## src/sv/bpse_pkg.sv

```systemverilog
// Shared types and constants for the BER printable string extractor.
package bpse_pkg;

    localparam logic [7:0] TAG_OCTET_STRING = 8'h04;
    localparam logic [7:0] TAG_SEQUENCE     = 8'h30;
    localparam logic [7:0] TAG_CONTEXT_0    = 8'hA0;
    localparam logic [7:0] TAG_CONTEXT_2    = 8'hA2;
    localparam logic [7:0] CHAR_TAB         = 8'h09;
    localparam logic [7:0] CHAR_LF          = 8'h0A;
    localparam logic [7:0] CHAR_CR          = 8'h0D;
    localparam logic [7:0] PRINT_LOW        = 8'h20;
    localparam logic [7:0] PRINT_HIGH       = 8'h7E;
    localparam logic [9:0] COUNT_MAX        = 10'd1023;

    localparam logic KIND_TEXT    = 1'b0;
    localparam logic KIND_SUMMARY = 1'b1;

    typedef enum logic [2:0] {
        PH_TAG,
        PH_LEN,
        PH_LENEXT,
        PH_SKIP,
        PH_STRING
    } phase_t;

    typedef struct packed {
        logic [7:0] data_byte;
        logic       end_of_packet;
    } request_t;

    typedef struct packed {
        logic       kind;
        logic [7:0] text_byte;
        logic [9:0] string_number;
        logic       string_end;
        logic       string_ok;
        logic [9:0] strings_found;
    } result_t;

    // One queued job: an optional text beat and an optional summary beat.
    typedef struct packed {
        logic       has_text;
        logic [7:0] text_byte;
        logic [9:0] string_number;
        logic       string_end;
        logic       string_ok;
        logic       has_summary;
        logic [9:0] strings_found;
    } job_t;

endpackage

```

## src/sv/bpse_front.sv

```systemverilog
// Front end: BER header parser that queues a job for string bytes and final bytes.
module bpse_front #(
    parameter int MAX_LENGTH_BYTES = 2
) (
    input  logic              clk,
    input  logic              rst_n,
    input  logic              accept,
    input  bpse_pkg::request_t request,
    output logic              job_write,
    output bpse_pkg::job_t    job
);
    import bpse_pkg::*;

    localparam int ACC_W  = 8 * MAX_LENGTH_BYTES;
    localparam int LEFT_W = $clog2(MAX_LENGTH_BYTES + 1);

    phase_t             phase_reg, phase_next;
    logic [7:0]         held_tag_reg, held_tag_next;
    logic [ACC_W-1:0]   acc_reg, acc_next;
    logic [LEFT_W-1:0]  left_reg, left_next;
    logic [ACC_W-1:0]   rem_reg, rem_next;
    logic               community_reg, community_next;
    logic               all_print_reg, all_print_next;
    logic [9:0]         count_reg, count_next;

    logic [7:0]         b;
    logic               eop;
    logic [ACC_W+7:0]   acc_cat;
    logic [ACC_W-1:0]   rem_dec;
    logic [LEFT_W-1:0]  left_dec;
    logic               byte_ok;
    logic               str_last;
    logic               str_ok;
    logic               hd_en;
    logic [ACC_W-1:0]   hd_len;
    logic               hd_generic;

    assign b        = request.data_byte;
    assign eop      = request.end_of_packet;
    assign acc_cat  = {acc_reg, b};
    assign rem_dec  = (rem_reg != '0) ? rem_reg - 1'b1 : rem_reg;
    assign left_dec = (left_reg != '0) ? left_reg - 1'b1 : left_reg;
    assign byte_ok  = (b == CHAR_TAB) || (b == CHAR_LF) || (b == CHAR_CR)
                      || ((b >= PRINT_LOW) && (b <= PRINT_HIGH));
    assign str_last = (rem_dec == '0);
    assign str_ok   = str_last && all_print_reg && byte_ok;

    // Next state.
    always_comb
    begin
        phase_next     = phase_reg;
        held_tag_next  = held_tag_reg;
        acc_next       = acc_reg;
        left_next      = left_reg;
        rem_next       = rem_reg;
        community_next = community_reg;
        all_print_next = all_print_reg;
        count_next     = count_reg;
        hd_en          = 1'b0;
        hd_len         = '0;
        hd_generic     = 1'b0;

        unique case (phase_reg)
            PH_TAG:
            begin
                held_tag_next = b;
                phase_next    = PH_LEN;
            end
            PH_LEN:
            begin
                if (b[7])
                begin
                    // Bad long form: reread as a new tag.
                    if ((b[6:0] == 7'd0) || (b[6:0] > 7'(MAX_LENGTH_BYTES)))
                    begin
                        held_tag_next = b;
                    end
                    else
                    begin
                        acc_next   = '0;
                        left_next  = LEFT_W'(b[6:0]);
                        phase_next = PH_LENEXT;
                    end
                end
                else
                begin
                    hd_en  = 1'b1;
                    hd_len = {{(ACC_W-7){1'b0}}, b[6:0]};
                end
            end
            PH_LENEXT:
            begin
                acc_next  = acc_cat[ACC_W-1:0];
                left_next = left_dec;
                if (left_dec == '0)
                begin
                    hd_en  = 1'b1;
                    hd_len = acc_cat[ACC_W-1:0];
                end
            end
            PH_SKIP:
            begin
                rem_next = rem_dec;
                if (rem_dec == '0)
                begin
                    phase_next = PH_TAG;
                end
            end
            PH_STRING:
            begin
                rem_next = rem_dec;
                if (!byte_ok)
                begin
                    all_print_next = 1'b0;
                end
                if (str_last)
                begin
                    if (str_ok && (count_reg != COUNT_MAX))
                    begin
                        count_next = count_reg + 1'b1;
                    end
                    all_print_next = 1'b1;
                    phase_next     = PH_TAG;
                end
            end
            default:
            begin
                phase_next = PH_TAG;
            end
        endcase

        // Header complete: enter, skip or extract.
        if (hd_en)
        begin
            priority if (held_tag_reg == TAG_OCTET_STRING)
            begin
                if (!community_reg)
                begin
                    community_next = 1'b1;
                    hd_generic     = 1'b1;
                end
                else if (hd_len != '0)
                begin
                    all_print_next = 1'b1;
                    rem_next       = hd_len;
                    phase_next     = PH_STRING;
                end
                else
                begin
                    phase_next = PH_TAG;
                end
            end
            else if ((held_tag_reg == TAG_SEQUENCE) || (held_tag_reg == TAG_CONTEXT_0)
                     || (held_tag_reg == TAG_CONTEXT_2))
            begin
                phase_next = PH_TAG;
            end
            else
            begin
                hd_generic = 1'b1;
            end
            if (hd_generic)
            begin
                if (hd_len == '0)
                begin
                    phase_next = PH_TAG;
                end
                else
                begin
                    rem_next   = hd_len;
                    phase_next = PH_SKIP;
                end
            end
        end

        // Drop all parse state at the end of the packet.
        if (eop)
        begin
            phase_next     = PH_TAG;
            held_tag_next  = '0;
            acc_next       = '0;
            left_next      = '0;
            rem_next       = '0;
            community_next = 1'b0;
            all_print_next = 1'b1;
            count_next     = '0;
        end
    end

    // Job outputs.
    always_comb
    begin
        job               = '0;
        job.has_text      = (phase_reg == PH_STRING);
        job.text_byte     = b;
        job.string_number = count_reg;
        job.string_end    = str_last;
        job.string_ok     = str_ok;
        job.has_summary   = eop;
        job.strings_found = count_next;
        if (phase_reg != PH_STRING)
        begin
            job.text_byte     = '0;
            job.string_number = '0;
            job.string_end    = 1'b0;
            job.string_ok     = 1'b0;
        end
        if (eop)
        begin
            // The count is post-update here; take it before the clear.
            job.strings_found = (str_ok && (count_reg != COUNT_MAX)
                                 && (phase_reg == PH_STRING))
                                ? count_reg + 1'b1 : count_reg;
        end
        else
        begin
            job.strings_found = '0;
        end
        job_write = accept && (job.has_text || job.has_summary);
    end

    always_ff @(posedge clk or negedge rst_n)
    begin
        if (!rst_n)
        begin
            phase_reg     <= PH_TAG;
            held_tag_reg  <= '0;
            acc_reg       <= '0;
            left_reg      <= '0;
            rem_reg       <= '0;
            community_reg <= 1'b0;
            all_print_reg <= 1'b1;
            count_reg     <= '0;
        end
        else if (accept)
        begin
            phase_reg     <= phase_next;
            held_tag_reg  <= held_tag_next;
            acc_reg       <= acc_next;
            left_reg      <= left_next;
            rem_reg       <= rem_next;
            community_reg <= community_next;
            all_print_reg <= all_print_next;
            count_reg     <= count_next;
        end
    end

endmodule

```

## src/sv/bpse_fifo.sv

```systemverilog
// Small job queue between the parser and the result stage.
module bpse_fifo #(
    parameter int DEPTH = 4
) (
    input  logic           clk,
    input  logic           rst_n,
    input  logic           write,
    input  bpse_pkg::job_t write_data,
    output logic           full,
    input  logic           read,
    output bpse_pkg::job_t read_data,
    output logic           empty
);
    import bpse_pkg::*;

    localparam int PTR_W = (DEPTH > 1) ? $clog2(DEPTH) : 1;
    localparam int CNT_W = $clog2(DEPTH + 1);

    job_t             slots [DEPTH];
    logic [PTR_W-1:0] wr_ptr_reg, wr_ptr_next;
    logic [PTR_W-1:0] rd_ptr_reg, rd_ptr_next;
    logic [CNT_W-1:0] count_reg, count_next;
    logic             do_write;
    logic             do_read;

    assign full      = (count_reg == CNT_W'(DEPTH));
    assign empty     = (count_reg == '0);
    assign do_write  = write && !full;
    assign do_read   = read && !empty;
    assign read_data = slots[rd_ptr_reg];

    always_comb
    begin
        wr_ptr_next = wr_ptr_reg;
        rd_ptr_next = rd_ptr_reg;
        count_next  = count_reg;
        if (do_write)
        begin
            wr_ptr_next = (wr_ptr_reg == PTR_W'(DEPTH - 1)) ? '0 : wr_ptr_reg + 1'b1;
        end
        if (do_read)
        begin
            rd_ptr_next = (rd_ptr_reg == PTR_W'(DEPTH - 1)) ? '0 : rd_ptr_reg + 1'b1;
        end
        if (do_write && !do_read)
        begin
            count_next = count_reg + 1'b1;
        end
        else if (do_read && !do_write)
        begin
            count_next = count_reg - 1'b1;
        end
    end

    always_ff @(posedge clk)
    begin
        if (do_write)
        begin
            slots[wr_ptr_reg] <= write_data;
        end
    end

    always_ff @(posedge clk or negedge rst_n)
    begin
        if (!rst_n)
        begin
            wr_ptr_reg <= '0;
            rd_ptr_reg <= '0;
            count_reg  <= '0;
        end
        else
        begin
            wr_ptr_reg <= wr_ptr_next;
            rd_ptr_reg <= rd_ptr_next;
            count_reg  <= count_next;
        end
    end

endmodule

```

## src/sv/bpse_back.sv

```systemverilog
// Back end: result register that expands each job into one or two result beats.
module bpse_back (
    input  logic             clk,
    input  logic             rst_n,
    input  bpse_pkg::job_t   job,
    input  logic             job_empty,
    output logic             job_read,
    output logic             empty,
    input  logic             pop,
    output bpse_pkg::result_t result
);
    import bpse_pkg::*;

    job_t cur_reg;
    logic cur_valid_reg, cur_valid_next;
    logic text_done_reg, text_done_next;
    logic show_text;
    logic finish;

    assign show_text = cur_reg.has_text && !text_done_reg;
    // Job leaves once its last beat is taken.
    assign finish    = pop && cur_valid_reg && !(show_text && cur_reg.has_summary);
    assign job_read  = !job_empty && (!cur_valid_reg || finish);
    assign empty     = !cur_valid_reg;

    always_comb
    begin
        cur_valid_next = cur_valid_reg;
        text_done_next = text_done_reg;
        if (job_read)
        begin
            cur_valid_next = 1'b1;
            text_done_next = 1'b0;
        end
        else if (finish)
        begin
            cur_valid_next = 1'b0;
        end
        else if (pop && cur_valid_reg)
        begin
            text_done_next = 1'b1;
        end
    end

    always_comb
    begin
        result = '0;
        if (show_text)
        begin
            result.kind          = KIND_TEXT;
            result.text_byte     = cur_reg.text_byte;
            result.string_number = cur_reg.string_number;
            result.string_end    = cur_reg.string_end;
            result.string_ok     = cur_reg.string_ok;
        end
        else
        begin
            result.kind          = KIND_SUMMARY;
            result.strings_found = cur_reg.strings_found;
        end
    end

    always_ff @(posedge clk)
    begin
        if (job_read)
        begin
            cur_reg <= job;
        end
    end

    always_ff @(posedge clk or negedge rst_n)
    begin
        if (!rst_n)
        begin
            cur_valid_reg <= 1'b0;
            text_done_reg <= 1'b0;
        end
        else
        begin
            cur_valid_reg <= cur_valid_next;
            text_done_reg <= text_done_next;
        end
    end

endmodule

```

## src/sv/ber_printable_string_extractor.sv

```systemverilog
// Top level of the BER printable string extractor.
// Usage:
//   Input queue side: drive request (data_byte, end_of_packet) with push;
//   a beat is taken at a clock edge where push is high and full is low.
//   One datagram byte per beat, end_of_packet high on its final byte.
//   Result queue side: while empty is low, result holds the oldest beat;
//   it is taken at an edge where pop is high. kind 0 is a string content
//   byte, kind 1 the end-of-packet summary with strings_found.
// Timing:
//   A result beat's job is written into the job queue at the edge that
//   takes its input beat, then moved into the result register that drives
//   the result port. The parser takes one byte every cycle while full is
//   low; a final byte in a string yields a text beat and a summary beat.
// Stall:
//   The job queue (FIFO_DEPTH entries) and the result register absorb a
//   stalled consumer; once the queue fills, full rises and holds input.
// Reset:
//   rst_n clears the parser to await a tag and empties both queues; no
//   result is pending afterwards.
module ber_printable_string_extractor #(
    parameter int MAX_LENGTH_BYTES = 2,
    parameter int FIFO_DEPTH       = 4
) (
    input  logic              clk,
    input  logic              rst_n,
    input  logic              push,
    output logic              full,
    input  bpse_pkg::request_t request,
    output logic              empty,
    input  logic              pop,
    output bpse_pkg::result_t result
);
    import bpse_pkg::*;

    logic accept;
    logic job_write;
    job_t job_in;
    job_t job_out;
    logic job_read;
    logic job_empty;

    // Advance the parser on every accepted beat.
    assign accept = push && !full;

    bpse_front #(
        .MAX_LENGTH_BYTES (MAX_LENGTH_BYTES)
    ) u_front (
        .clk       (clk),
        .rst_n     (rst_n),
        .accept    (accept),
        .request   (request),
        .job_write (job_write),
        .job       (job_in)
    );

    bpse_fifo #(
        .DEPTH (FIFO_DEPTH)
    ) u_fifo (
        .clk        (clk),
        .rst_n      (rst_n),
        .write      (job_write),
        .write_data (job_in),
        .full       (full),
        .read       (job_read),
        .read_data  (job_out),
        .empty      (job_empty)
    );

    bpse_back u_back (
        .clk       (clk),
        .rst_n     (rst_n),
        .job       (job_out),
        .job_empty (job_empty),
        .job_read  (job_read),
        .empty     (empty),
        .pop       (pop),
        .result    (result)
    );

endmodule
```

## config.mk

```make
export PLATFORM = sky130hd
export DESIGN_NAME = ber_printable_string_extractor
export DESIGN_NICKNAME = d
export VERILOG_FILES = /design/src/sv/bpse_pkg.sv /design/src/sv/bpse_front.sv /design/src/sv/bpse_fifo.sv /design/src/sv/bpse_back.sv /design/src/sv/ber_printable_string_extractor.sv
export SDC_FILE = /design/constraint.sdc
export NUM_CORES = 1
export LEC_CHECK = 0
export ABC_AREA = 1
export BUFFER_PORTS_ARGS = -buffer_cell sky130_fd_sc_hd__buf_2
export CORE_MARGIN = 2
export CORE_UTILIZATION = 40
export CTS_BUF_LIST = sky130_fd_sc_hd__clkbuf_2
export CTS_CLUSTER_SIZE = 8
export DETAILED_ROUTE_END_ITERATION = 10
export PLACE_DENSITY = 0.63
export SYNTH_ARGS = -nofsm -noshare
export SYNTH_HDL_FRONTEND = slang
export SYNTH_HIERARCHICAL = 1
export SYNTH_SLANG_ARGS = --single-unit
export TNS_END_PERCENT = 1
```

## constraint.sdc

```tcl
create_clock -name clk -period 4.7 [get_ports clk]
set_input_delay 0.47 -clock clk [delete_from_list [all_inputs] [get_ports clk]]
set_output_delay 0.47 -clock clk [all_outputs]
set_load 0.01 [all_outputs]
```

## Yosys cells after proc, flatten, opt, wreduce, memory -nomap -nowiden

Memories as Yosys holds them, arrays and structs flattened. A register that Yosys moved wholly into a read port is not among the register bits.
Index checks and enable logic that the tools add are counted.

| storage, ports and cells | value |
|---|---|
| input port bits | 13 |
| RAM bits | 128 |
| register bits after elaboration | 58 |
| output and inout port bits | 33 |
| memories | 1 |

Memories:

| name | words | bits a word | read ports | clocked after Yosys merged registers in | wr ports | RTL line | source |
|---|---|---|---|---|---|---|---|
| u_fifo.slots | 4 | 32 | 1 | 1 | 1 | bpse_fifo.sv:19 | `job_t slots [DEPTH];` |

| cells by class | value |
|---|---|
| multiplexer cells | 76 |
| reductions and logical operators | 56 |
| $lt $le $gt $ge | 3 |
| equality and inequality tests | 20 |
| add/sub/neg operators | 7 |

Operators by type and width:

| cell | number |
|---|---|
| 16-bit 2-to-1 mux | 10 |
| 10-bit 2-to-1 mux | 7 |
| 8-bit 2-to-1 mux | 6 |
| 20-bit 2-to-1 mux | 2 |
| 3-bit 2-to-1 mux | 12 |
| 16-bit zero test | 2 |
| 16-bit case mux with 2 select lines | 1 |
| 8-bit case mux with 2 select lines | 2 |
| 16-bit nonzero test | 2 |
| 1-bit 2-to-1 mux | 25 |
| 8-bit by 4-bit == test with 1-bit output (second input constant) | 3 |
| 2-bit nonzero test | 9 |
| 8-bit == test (second input constant) | 2 |
| 1-bit logical AND | 16 |
| 16-bit by 1-bit subtractor with 16-bit output (second input constant) | 1 |
| 2-bit 2-to-1 mux | 7 |
| 3-bit case mux with 4 select lines | 1 |
| 4-bit AND reduction | 3 |
| 10-bit by 1-bit adder with 10-bit output (second input constant) | 1 |
| 10-bit inequality test (second input constant) | 1 |
| 3-bit inequality test (second input constant) | 3 |
| 8-bit by 3-bit == test with 1-bit output (second input constant) | 1 |
| 8-bit by 6-bit == test with 1-bit output (second input constant) | 1 |
| 8-bit by 6-bit greater-or-equal comparator with 1-bit output (second input constant) | 1 |
| other kinds (24) | 43 |

## Logic depth before layout (Yosys ltp)

Gate-level depths: netlist of the first run.

| logic depth | value |
|---|---|
| depth after elaboration | 13 |
| mapped depth | 18 |
| depth with buffers taken out | 16 |

## By module

Netlist of the first run, hierarchy kept.

Modules (own cells, without submodules):

| module | area each (µm²) | sequential area each (µm²) | cells an instance | times used |
|---|---|---|---|---|
| bpse_fifo | 5,494.0 | 4,018.9 | 434 | 1 |
| bpse_front | 3,808.7 | 1,227.4 | 618 | 1 |
| bpse_back | 1,321.3 | 1,011.0 | 111 | 1 |
| ber_printable_string_extractor | 10.0 | 0.0 | 2 | 1 |

## Least setup slack after synthesis of the first run

No wires, ideal clock.

| path | value |
|---|---|
| path type | register to register |
| start | register u_fifo.count_reg[0] |
| end | memory u_fifo/slots[0][0] (netlist bit) (enable) |
| data arrival time | 3,122 ps |
| setup slack | 1,157 ps |
| required time | 4,279 ps |
| stages on the path, launching flop included | 11 |
| period minus slack after synthesis | 3,543 ps |
| cell sequence | dfrtp_1 > inv_1 > nand3_1 > inv_1 > nor2_2 > clkbuf_1 > nand2_1 > clkbuf_1 > o21ai_0 > nand2_1 > nor2_1 |

| between the ends | value |
|---|---|
| cells in the longest elaborated chain, start to end | 7 |

Ends and longest elaborated chain:

| element | RTL line | source |
|---|---|---|
| start: declaration | bpse_fifo.sv:22 | `logic [CNT_W-1:0] count_reg, count_next;` |
| start signal: assignment | bpse_fifo.sv:75 | `count_reg <= count_next;` |
| 3-bit == test | bpse_fifo.sv:26 | `assign full = (count_reg == CNT_W'(DEPTH));` |
| named net full | ber_printable_string_extractor.sv:27 | `output logic full,` |
| 1-bit zero test | ber_printable_string_extractor.sv:43 | `assign accept = push && !full;` |
| 1-bit logical AND | ber_printable_string_extractor.sv:43 |  |
| named net accept | ber_printable_string_extractor.sv:35 | `logic accept;` |
| 1-bit logical AND | bpse_front.sv:219 | `job_write = accept && (job.has_text \|\| job.has_summary);` |
| named net job_write | ber_printable_string_extractor.sv:36 | `logic job_write;` |
| 1-bit logical AND | bpse_fifo.sv:28 | `assign do_write = write && !full;` |
| 1-bit 2-to-1 mux | bpse_fifo.sv:57 | `if (do_write)` |
| 1-bit 2-to-1 mux (implied by the code) | bpse_fifo.sv:59 | `slots[wr_ptr_reg] <= write_data;` |
| end: declaration | bpse_fifo.sv:19 |  |

The timed path passes the listed nets, and every way through them passes these cells.

## Worst setup path after layout of the first run

| path | value |
|---|---|
| start | register u_fifo.count_reg[0] |
| end | register u_fifo.count_reg[2] |

| between the ends | value |
|---|---|
| cells in the longest elaborated chain, start to end | 8 |
| elaborated cells between the ends (all ways) | 18 |
| classes of those cells | 2 x add/sub; 1 x eq/ne; 2 x mux; 13 x reduce/logical |

Ends and longest elaborated chain:

| element | RTL line | source |
|---|---|---|
| 3-bit == test (*) | bpse_fifo.sv:26 |  |
| 1-bit zero test (*) | ber_printable_string_extractor.sv:43 |  |
| 1-bit logical AND (*) | ber_printable_string_extractor.sv:43 |  |
| named net accept | ber_printable_string_extractor.sv:35 |  |
| 1-bit logical AND (*) | bpse_front.sv:219 |  |
| named net job_write | ber_printable_string_extractor.sv:36 |  |
| 1-bit logical AND (*) | bpse_fifo.sv:28 |  |
| named net u_fifo.do_write | bpse_fifo.sv:23 | `logic do_write;` |
| 1-bit zero test | bpse_fifo.sv:49 | `else if (do_read && !do_write)` |
| 1-bit logical AND | bpse_fifo.sv:49 |  |
| 2-bit nonzero test (no line) | -- |  |

The timed path passes the listed nets; every way through them passes the cells marked *. The select of a mux whose other input is x is not followed.
A chain may end at the register's enable or synchronous reset.

==> results of run 1 <==
-- synth_stat cells, drive strengths merged --
library cell  instances
nand2               344
inv                 176
edfxtp              160
nor2                134
o211ai               70
dfrtp                57
o21ai                55
nand3                45
buf                  34
a21oi                15
nand4                14
clkbuf               13
ha                    8
nor3                  8
xor2                  8
o21a                  7
nand3b                3
clkinv                2
o41ai                 2
a211oi                1
and2                  1
dfstp                 1
fa                    1
nor3b                 1
o2111ai               1
o21bai                1
o31ai                 1
or3                   1
xnor2                 1
-- repair_timing --
action                    CTS  global route
hold endpoints to repair   31             0
setup buffers               0             0
hold buffers                9             0
gates resized for setup     0             0
-- worst min-delay path: stages --
cell	delay [ps]
sky130_fd_sc_hd__buf_2	100
sky130_fd_sc_hd__inv_1	70
sky130_fd_sc_hd__nor2_2	100
sky130_fd_sc_hd__o21ai_0	150
-- stage by stage --
stage | area (um^2) | hold WS [ps] | utilization, %
6_report | 11720 | 84.02 | 44.97
5_1_grt | 11720 | 50.39 | 44.97
4_1_cts | 11720 | 19.35 | 44.96
3_5_place_dp | 11120 | 432.3 | 42.69
3_3_place_gp | 11120 | 431.6 | 42.69
2_1_floorplan | 10630 | 174.4 | -
-- layout make-up --
class / instances / area, um^2
flip-flops and latches: 218 / 6261
well taps: 335 / 419.2
repair buffers: 63 / 382.9
clock inverters: 28 / 151.4
clock buffers: 70 / 350.3
inverters: 178 / 668.1
diodes: 1 / 2.502
multi-input cells: 722 / 3483
fillers: 2523 / 14340
-- power groups by stage --
stage / clock network [W] / logic (W) / registers (W)
3_3_place_gp: 0 / 0.00289 / 0.00299
2_1_floorplan: 0 / 0.00240 / 0.00280
4_1_cts: 0.00131 / 0.00294 / 0.00296
5_1_grt: 0.00142 / 0.00334 / 0.00303
6_report: 0.00126 / 0.00293 / 0.00296
3_5_place_dp: 0 / 0.00293 / 0.00300
-- layer usage --
metal,vias to the layer above,global-route usage (%),share of wire [%]
met5,-,0,0
li1,3987,-,-
met3,30,3.161,5.9
met1,3691,23.27,46
met2,209,27.82,47
met4,0,5.210,1.5
-- kinds of logic (layout without fill, tap and decap cells) --
logic type                 after synthesis  in the layout  synth area share [%]
AOI/OAI and AO/OA                      153            153                 9.189
xor gates and xnor gates                 9              9                0.7413
adders and majority gates                9              9                 1.130
buffers and inverters                  225            339                 8.683
DFF                                    218            218                 58.84
other                                    0              1                     0
and+or+nand+nor                        551            551                 21.41
-- worst paths after layout --
path / from / endpoint / slack (ps) / cells after the start
worst max-delay path: u_fifo/count_reg[0]$_DFFE_PN0P_ / u_fifo/count_reg[2]$_DFFE_PN0P_ / 1280 / 15
worst min-delay path: push / u_front/rem_reg[11]$_DFFE_PN0P_ / 80 / 4
max in group asynchronous: rst_n / u_fifo/rd_ptr_reg[0]$_DFFE_PN0P_ / 3630 / 3
worst max register to register: u_fifo/count_reg[0]$_DFFE_PN0P_ / u_fifo/count_reg[2]$_DFFE_PN0P_ / 1280 / 15
worst min register to register: u_front/held_tag_reg[1]$_DFFE_PN0P_ / u_front/held_tag_reg[1]$_DFFE_PN0P_ / 490 / 2
min in group asynchronous: rst_n / u_front/held_tag_reg[7]$_DFFE_PN0P_ / 140 / 2
==> flow_metrics.tcl, run 1 <==
set metrics [dict create \
    period_minus_slack_ps 3423 \
    clock.fmax_mhz 292.1 \
    hold_path.class "in2reg" \
    setup_ws_ps 1277 \
    final_layout_size_suffix_gt1_share_pct 12.90 \
    grt_use_total_pct 17.07 \
    worst_path_largest_cell_delay_ps 440 \
    postSynthCellCount 1165 \
    finalWeightedCongestion 0.8511 \
    power.share.switching_pct 43.45 \
    nets 1261 \
    power.density_cell_area_nw_per_um2 609.9 \
    mappedNetlistArea_um2 10630 \
    synthTopCellsByArea "sky130_fd_sc_hd__edfxtp_1, sky130_fd_sc_hd__dfrtp_1, sky130_fd_sc_hd__nand2_1, sky130_fd_sc_hd__inv_1, sky130_fd_sc_hd__o211ai_1" \
    combPwrFrac_pct 41.0 \
    leakagePower_nw 5.395 \
    grt_start_max_net_pins 132 \
    vias_per_cell 4.902 \
    unrepaired_setup_endpoints_after_global_routing "false" \
    syn2layout_area_growth_pct 10.20 \
    layout.cells.most_common "sky130_fd_sc_hd__nand2_1" \
    clk_pin_slew_worst_paths_ps 110 \
    mappedNetlistNets 1187 \
    netlist.area_leader.share_pct 45.18 \
    worstSetupEndpointType "flip-flop" \
    num_rows 59 \
    cts-buffers-inserted 56 \
    setup_total_negative_slack_ps 0 \
    timing_worst_slew_pin_value_ps 1217 \
    period_utilisation_layout_pct 72.83 \
    place_inst 1507 \
    die_w_um 167.1 \
    postRouteAntennaNets 0 \
    clk_latency_ps 840 \
    core_area_um2 26060 \
    die_area_um2 27910 \
    overflow 0 \
    detailroute.via_count 7917 \
    cell_internal_pwr_w 0.004041 \
    drt_iter0_drc 698 \
    power_share_of_the_clock_group_pct 17.6 \
    h-tree-depth 2 \
    drt_first_pass_iters 5 \
    worst_case_vdd_ir_drop_uv 557.2 \
    timing.critical_path.fanout_max 16 \
    power_frac_seq_pct 41.4 \
    detailed_place_hpwl_um 15390 \
    clk_root_buffer_cell "sky130_fd_sc_hd__clkbuf_2" \
    critical-path-top-delay-family "simple AND/OR/NAND/NOR gates" \
    tritoncts "done" \
    grt_antenna_before_repair 1 \
    global_route_wire_length_before_repair_um 38300 \
    stdcell_count 1615 \
    port-buffer-count 45 \
    report.final.hold_viol_count 0 \
    post-synth-top-area-cell "sky130_fd_sc_hd__edfxtp_1" \
    timing.slew.headroom_pct 18.85 \
    worstSetupPathType "reg2reg" \
    dr_wl_cell_um 14.56 \
    timing_max_transition_violations_final 0 \
    mostFrequentLayoutCells "sky130_fd_sc_hd__nand2_1, sky130_fd_sc_hd__inv_1, sky130_fd_sc_hd__edfxtp_1, sky130_fd_sc_hd__nor2_1" \
    avgSynthCellArea_um2 9.128 \
    buf_inv_stages_crit_path 4 \
    largest_register_ffs 128 \
    synth-seq-cells 218 \
    drc 0 \
    unique_cell_type_count_in_the_yosys_netlist 38 \
    clockBufferDepth 3 \
    grt_pass1_vias 7555 \
    clock-skew-final_ps 67.13 \
    synth_sequential_area_ratio_pct 58.84 \
    start_util_pct 40.81 \
    critical_path_arrival_ps 4160 \
    cts_sinks 218 \
    yosysWarningCount 6 \
    library_cell_contributing_the_largest_single_delay_on_the_critical_path "sky130_fd_sc_hd__nand2_1" \
    timing.final.setup_violations 0 \
    die_h_um 167.1 \
    floorplan.io_pins 46 \
    wirelength_um 23510 \
    total_power_w 0.007147 \
    netSwitchingPower_w 0.003105 \
    dp_slack_ps 1268 \
    outcome "complete, no violations" \
    max_cap_violations 0 \
    cp.required_ps 5440 \
    critical_path.cell_chain "inv_1 -> nand3_1 -> inv_1 -> nor2_2 -> nand2_1 -> o21ai_0 -> nand2_1 -> inv_1 -> ha_1 -> inv_1 -> fa_1 -> nand2_1 -> nand3_1 -> nand2_1 -> nand2_1" \
    startpoint_type "flip-flop" \
    most_used_cell_along_the_critical_path "sky130_fd_sc_hd__nand2_1" \
]
(Power assumes the default switching activity.)
==> run 2: changes to the inputs <==
clock period = 3.3 ns   (was 4.7 ns; I/O delays follow)
==> run 2 against run 1 <==
Flip-flop and latch count is the same. Critical path type unchanged. Maximum frequency grew 26%. Largest cell class unchanged. Setup slack lost 690 ps. Hold slack gained 22 ps. Combinational power grew 49%. Sequential power grew 39%. Sequential share of layout area shrank 0.74 points.
==> flow_metrics.tcl, run 2 (synthesis results as in run 1) <==
set metrics [dict create \
    outcome "complete, no violations" \
    grtUsageMet1_pct 23.78 \
    power_share_of_the_clock_group_pct 17.3 \
    timing_max_transition_violations_final 0 \
    layout.filler_cells 2472 \
    clk_root_buffer_cell "sky130_fd_sc_hd__clkbuf_2" \
    hold_path.class "in2async" \
    die_area_um2 27910 \
    vias_per_cell 4.881 \
    drt_first_pass_iters 7 \
    grt_use_total_pct 17.58 \
    report.final.hold_viol_count 0 \
    globalRouteMet2Util_pct 28.14 \
    grt_start_max_net_pins 81 \
    drt_iter0_drc 696 \
    placement.cell_area_um2 11260 \
    overflow 0 \
    global_route_wire_length_before_repair_um 39390 \
    cts_sinks 218 \
    cts-buffers-inserted 55 \
    clk_latency_ps 870 \
    largest_register_ffs 128 \
    critical_path_arrival_ps 3440 \
    cp.required_ps 4030 \
    dr_wl_cell_um 14.60 \
    detailed_place_hpwl_um 15390 \
    gr-max-usage-layer "met2" \
    num_rows 59 \
    nets 1273 \
    start_util_pct 40.81 \
    drc 0 \
    worst_case_vdd_ir_drop_uv 500.3 \
    leakagePower_nw 5.487 \
    clockBufferDepth 3 \
    clock.fmax_mhz 369.0 \
    postRouteAntennaNets 0 \
    port-buffer-count 45 \
    startpoint_type "flip-flop" \
    power.density_cell_area_nw_per_um2 862.3 \
    use_met3_pct 3.779 \
    post_cts_resize_count 0 \
    power_frac_seq_pct 40.0 \
    timing.critical_path.fanout_max 12 \
    floorplan.io_pins 46 \
    worstSetupEndpointType "flip-flop" \
    finalWeightedCongestion 0.9007 \
    final-seq-area_um2 6261 \
    core_area_um2 26060 \
    cell_internal_pwr_w 0.005781 \
    die_h_um 167.1 \
    clk_pin_slew_worst_paths_ps 120 \
    h-tree-depth 2 \
    cts.repair_timing.setup_buffer_count 0 \
    clock-skew-final_ps 88.27 \
    timing.slew.headroom_pct 46.14 \
    final_layout_size_suffix_gt1_share_pct 13.96 \
    period_utilisation_layout_pct 82.12 \
    syn2layout_area_growth_pct 11.75 \
    netSwitchingPower_w 0.004467 \
    max_cap_violations 0 \
    tritoncts "done" \
    mostFrequentLayoutCells "sky130_fd_sc_hd__nand2_1, sky130_fd_sc_hd__inv_1, sky130_fd_sc_hd__edfxtp_1, sky130_fd_sc_hd__nor2_1, sky130_fd_sc_hd__clkbuf_2" \
    unrepaired_setup_endpoints_after_global_routing "false" \
    period_minus_slack_ps 2710 \
    detailroute.via_count 7971 \
    timing_worst_slew_pin_value_ps 807.0 \
    power.share.switching_pct 43.59 \
    timing.final.setup_violations 0 \
    fin_area_um2 11880 \
    grt_pass1_vias 7745 \
    multi_input_area_um2 3483 \
    layout.cells.most_common "sky130_fd_sc_hd__nand2_1" \
    combPwrFrac_pct 42.7 \
    grt_antenna_before_repair 1 \
    worstSetupPathType "reg2reg" \
    wirelength_um 23840 \
    die_w_um 167.1 \
    total_power_w 0.01025 \
    setup_total_negative_slack_ps 0 \
]
## run 2: changes by cell type in the layout (fill, tap and decap cells not counted), sizes merged
cell / previous run / this run
buf: 54 / 64
bufinv: 1 / 0
clkbuf: 70 / 77
clkinv: 26 / 25
clkinvlp: 1 / 0
dlygate4sd3: 9 / 12
inv: 178 / 179
## run 2: power by group through the flow
stage,Clock [W],Combinational (W),Sequential (W)
finish,0.00177,0.00438,0.00410
global route,0.00198,0.00503,0.00418
CTS,0.00185,0.00440,0.00410
detailed placement,0,0.00438,0.00416
global placement,0,0.00435,0.00414
floorplan,0,0.00342,0.00398
## run 2: worst paths after layout
path / from / endpoint / slack (ps) / depth (start not counted)
min: rst_n / u_front/phase_reg[1]$_DFFE_PN0P_ / 110 / 2
max: u_front/rem_reg[0]$_DFFE_PN0P_ / u_front/count_reg[3]$_DFFE_PN0P_ / 590 / 14
max reg2reg: u_front/rem_reg[0]$_DFFE_PN0P_ / u_front/count_reg[3]$_DFFE_PN0P_ / 590 / 14
min reg2reg: u_front/held_tag_reg[1]$_DFFE_PN0P_ / u_front/held_tag_reg[1]$_DFFE_PN0P_ / 490 / 2
max in group asynchronous: rst_n / u_front/all_print_reg$_DFFE_PN1P_ / 2380 / 3
min in group clk: pop / u_back/text_done_reg$_DFFE_PN0P_ / 350 / 4
## run 2: area by class of cell
| class | count | share of cell area (%) |
|---|---|---|
| Clock buffer | 77 | 3.243 |
| Clock inverter | 26 | 0.9581 |
| Antenna cell | 1 | 0.02106 |
| Inverter | 178 | 5.622 |
| Timing Repair Buffer | 76 | 4.633 |
| Tap cell | 335 | 3.527 |
| Sequential cell | 218 | 52.68 |
| Multi-Input combinational cell | 722 | 29.31 |
## run 2: metal layers
| layer | up-vias | share of wire [%] |
|---|---|---|
| met5 | - | 0 |
| met2 | 209 | 46 |
| li1 | 4022 | - |
| met1 | 3698 | 46 |
| met3 | 42 | 5.6 |
| met4 | 0 | 2.0 |
## run 2: worst max-delay path, stage by stage, from the launching register on
cell and delay [ps]:
sky130_fd_sc_hd__dfrtp_1 420, sky130_fd_sc_hd__inv_1 160, sky130_fd_sc_hd__ha_1 270, sky130_fd_sc_hd__nand2_2 140, sky130_fd_sc_hd__nor2_2 190, sky130_fd_sc_hd__nand3_1 100, sky130_fd_sc_hd__nand2_1 120, sky130_fd_sc_hd__nand2_1 70
sky130_fd_sc_hd__nor2_1 80, sky130_fd_sc_hd__nand2_1 80, sky130_fd_sc_hd__nor2_2 180, sky130_fd_sc_hd__nand4_2 330, sky130_fd_sc_hd__nor2_4 320, sky130_fd_sc_hd__nand2_1 100, sky130_fd_sc_hd__nand2_1 60
## run 2: metrics by stage
step | setup slack (ps) | utilization, % | cells | hold WS (ps)
6_report | 590.1 | 45.60 | 1633 | 106.3
5_1_grt | 290.7 | 45.60 | 1633 | 70.98
4_1_cts | 583.7 | 45.59 | 1632 | 34.97
3_5_place_dp | 644.1 | 43.22 | 1517 | 455.2
3_3_place_gp | 721.5 | 43.22 | 1517 | 455.3
2_1_floorplan | -242.8 | - | 1165 | 34.41
## run 2: what timing repair did
action                                 CTS  global route
setup endpoints to repair                0             0
endpoints found under the hold margin   94             0
hold buffers                            12             0
==> run 3: changes to the inputs <==
PLACE_DENSITY = 0.65   (was 0.63)
clock period = 2.3 ns   (was 3.3 ns; I/O delays follow)
==> run 3 against run 2 <==
Non-clock buffer count up 61. Utilization grew 3.3 points. Hold slack better by 130 ps.
==> flow_metrics.tcl, run 3 (synthesis results as in run 1) <==
set metrics [dict create \
    worst_case_vdd_ir_drop_uv 765.4 \
    grt_pass1_vias 8020 \
    total_power_w 0.01650 \
    outcome "complete, no violations" \
    grt_start_max_net_pins 57 \
    clk_pin_slew_worst_paths_ps 100 \
    drt_first_pass_iters 7 \
    grt_use_total_pct 18.20 \
    worstSetupPathType "reg2reg" \
    floorplan.io_pins 46 \
    worstSetupEndpointType "flip-flop" \
    cts_sinks 218 \
    vias_per_cell 4.919 \
    clk_latency_ps 870 \
    report.final.hold_viol_count 0 \
    core_area_um2 26060 \
    cell_internal_pwr_w 0.009492 \
    mostFrequentLayoutCells "sky130_fd_sc_hd__nand2_1, sky130_fd_sc_hd__edfxtp_1, sky130_fd_sc_hd__inv_1, sky130_fd_sc_hd__nor2_1, sky130_fd_sc_hd__clkbuf_2" \
    netSwitchingPower_w 0.007011 \
    drt_iter0_drc 603 \
    num_rows 59 \
    wirelength_um 25380 \
    clock-skew-final_ps 81.91 \
    leakagePower_nw 5.879 \
    power.density_cell_area_nw_per_um2 1295 \
    period_minus_slack_ps 2255 \
    drc 0 \
    clk_root_buffer_cell "sky130_fd_sc_hd__clkbuf_2" \
    timing.critical_path.fanout_max 20 \
    global_route_wire_length_before_repair_um 40540 \
    clockBufferDepth 3 \
    timing.final.setup_violations 0 \
    nets 1333 \
    timing_max_transition_violations_final 0 \
    startpoint_type "flip-flop" \
    layout.cells.most_common "sky130_fd_sc_hd__nand2_1" \
    start_util_pct 40.81 \
    cp.required_ps 2940 \
    power_share_of_the_clock_group_pct 16.2 \
    fin_area_um2 12740 \
    grt_antenna_before_repair 2 \
    detailroute.via_count 8323 \
    dr_wl_cell_um 15.00 \
    die_area_um2 27910 \
    timing_worst_slew_pin_value_ps 784.1 \
    max_cap_violations 0 \
    final_layout_size_suffix_gt1_share_pct 22.71 \
    postRouteAntennaNets 0 \
    power.share.switching_pct 42.48 \
    combPwrFrac_pct 48.6 \
    h-tree-depth 2 \
    die_w_um 167.1 \
    overflow 0 \
    syn2layout_area_growth_pct 19.84 \
    finalWeightedCongestion 0.9007 \
    layout.filler_cells 2458 \
    critical_path_arrival_ps 2890 \
    hold_path.class "in2reg" \
    period_utilisation_layout_pct 98.04 \
    die_h_um 167.1 \
    unrepaired_setup_endpoints_after_global_routing "true" \
    tritoncts "done" \
    detailed_place_hpwl_um 16750 \
    clock.fmax_mhz 443.5 \
    cts-buffers-inserted 54 \
    port-buffer-count 45 \
    power_frac_seq_pct 35.1 \
    largest_register_ffs 128 \
    placement.cell_area_um2 11790 \
    timing.slew.headroom_pct 47.56 \
]
[run 3: worst paths after layout]
| path | from | endpoint | slack [ps] | cells after the start |
|---|---|---|---|---|
| worst max-delay path | u_front/rem_reg[1]$_DFFE_PN0P_ | u_fifo/slots[3][7]$_DFFE_PP_ | 50 | 14 |
| worst min-delay path | pop | u_back/text_done_reg$_DFFE_PN0P_ | 240 | 4 |
| worst max register to register | u_front/rem_reg[1]$_DFFE_PN0P_ | u_fifo/slots[3][7]$_DFFE_PP_ | 50 | 14 |
| worst min register to register | u_back/text_done_reg$_DFFE_PN0P_ | u_back/text_done_reg$_DFFE_PN0P_ | 480 | 2 |
| max in group asynchronous | rst_n | u_fifo/rd_ptr_reg[0]$_DFFE_PN0P_ | 500 | 4 |
| min in group asynchronous | rst_n | u_front/all_print_reg$_DFFE_PN1P_ | 480 | 3 |
[run 3: stage by stage]
step	cells	setup slack (ps)	hold slack (ps)	setup TNS (ps)	util, %
after floorplan	1165	-18.49	-65.59	-34.69	-
after global placement	1569	1.221	236.3	0	45.22
after detailed placement	1569	-105.4	230.5	-3297	45.22
after CTS	1688	7.913	128.8	0	48.38
after global routing	1692	-89.18	182.2	-2165	48.90
final	1692	45.02	239.5	0	48.90
[run 3: final cells by class]
| type | count | area (um^2) | share of cell area, % |
|---|---|---|---|
| sequential | 218 | 6264 | 49.15 |
| multi-input combinational | 722 | 3769 | 29.57 |
| timing repair buffer | 137 | 1082 | 8.493 |
| inverter | 178 | 679.4 | 5.331 |
| clock buffer | 86 | 430.4 | 3.378 |
| tap | 335 | 419.2 | 3.289 |
| clock inverter | 15 | 97.59 | 0.7658 |
| antenna | 1 | 2.502 | 0.01964 |
[run 3: layer usage]
| metal | track usage, % | vias to the layer above | wire length (um) |
|---|---|---|---|
| li1 | - | 4144 | - |
| met1 | 23.79 | 3940 | 11240 |
| met2 | 30.85 | 195 | 12350 |
| met3 | 3.184 | 42 | 1331 |
| met4 | 5.847 | 2 | 449 |
| met5 | 0 | - | 13 |
[run 3: repair_timing]
item	4_1_cts	5_1_grt
pin swaps	6	8
setup buffers	3	3
hold endpoints to repair	168	0
hold buffers	15	0
endpoints found under the setup margin	57	117
gates resized for setup	33	34
[run 3: worst max-delay path, stage by stage, from the launching register on]
cell	delay [ps]
sky130_fd_sc_hd__dfrtp_1	420
sky130_fd_sc_hd__inv_2	80
sky130_fd_sc_hd__ha_4	150
sky130_fd_sc_hd__nand2_4	90
sky130_fd_sc_hd__inv_4	90
sky130_fd_sc_hd__nand3_4	120
sky130_fd_sc_hd__buf_4	190
sky130_fd_sc_hd__o21ai_0	70
sky130_fd_sc_hd__nand2_1	110
sky130_fd_sc_hd__nor2_4	160
sky130_fd_sc_hd__nand4_4	110
sky130_fd_sc_hd__buf_12	180
sky130_fd_sc_hd__nand2_1	80
sky130_fd_sc_hd__nand2_1	70
sky130_fd_sc_hd__nor2_2	140
[run 3: power groups by stage]
stage	Sequential, W	Combinational [W]	Clock [W]
2_1_floorplan	0.00571	0.00507	0
3_3_place_gp	0.00580	0.00744	0
3_5_place_dp	0.00585	0.00751	0
4_1_cts	0.00579	0.00787	0.00279
5_1_grt	0.00592	0.00897	0.00295
6_report	0.00580	0.00802	0.00268
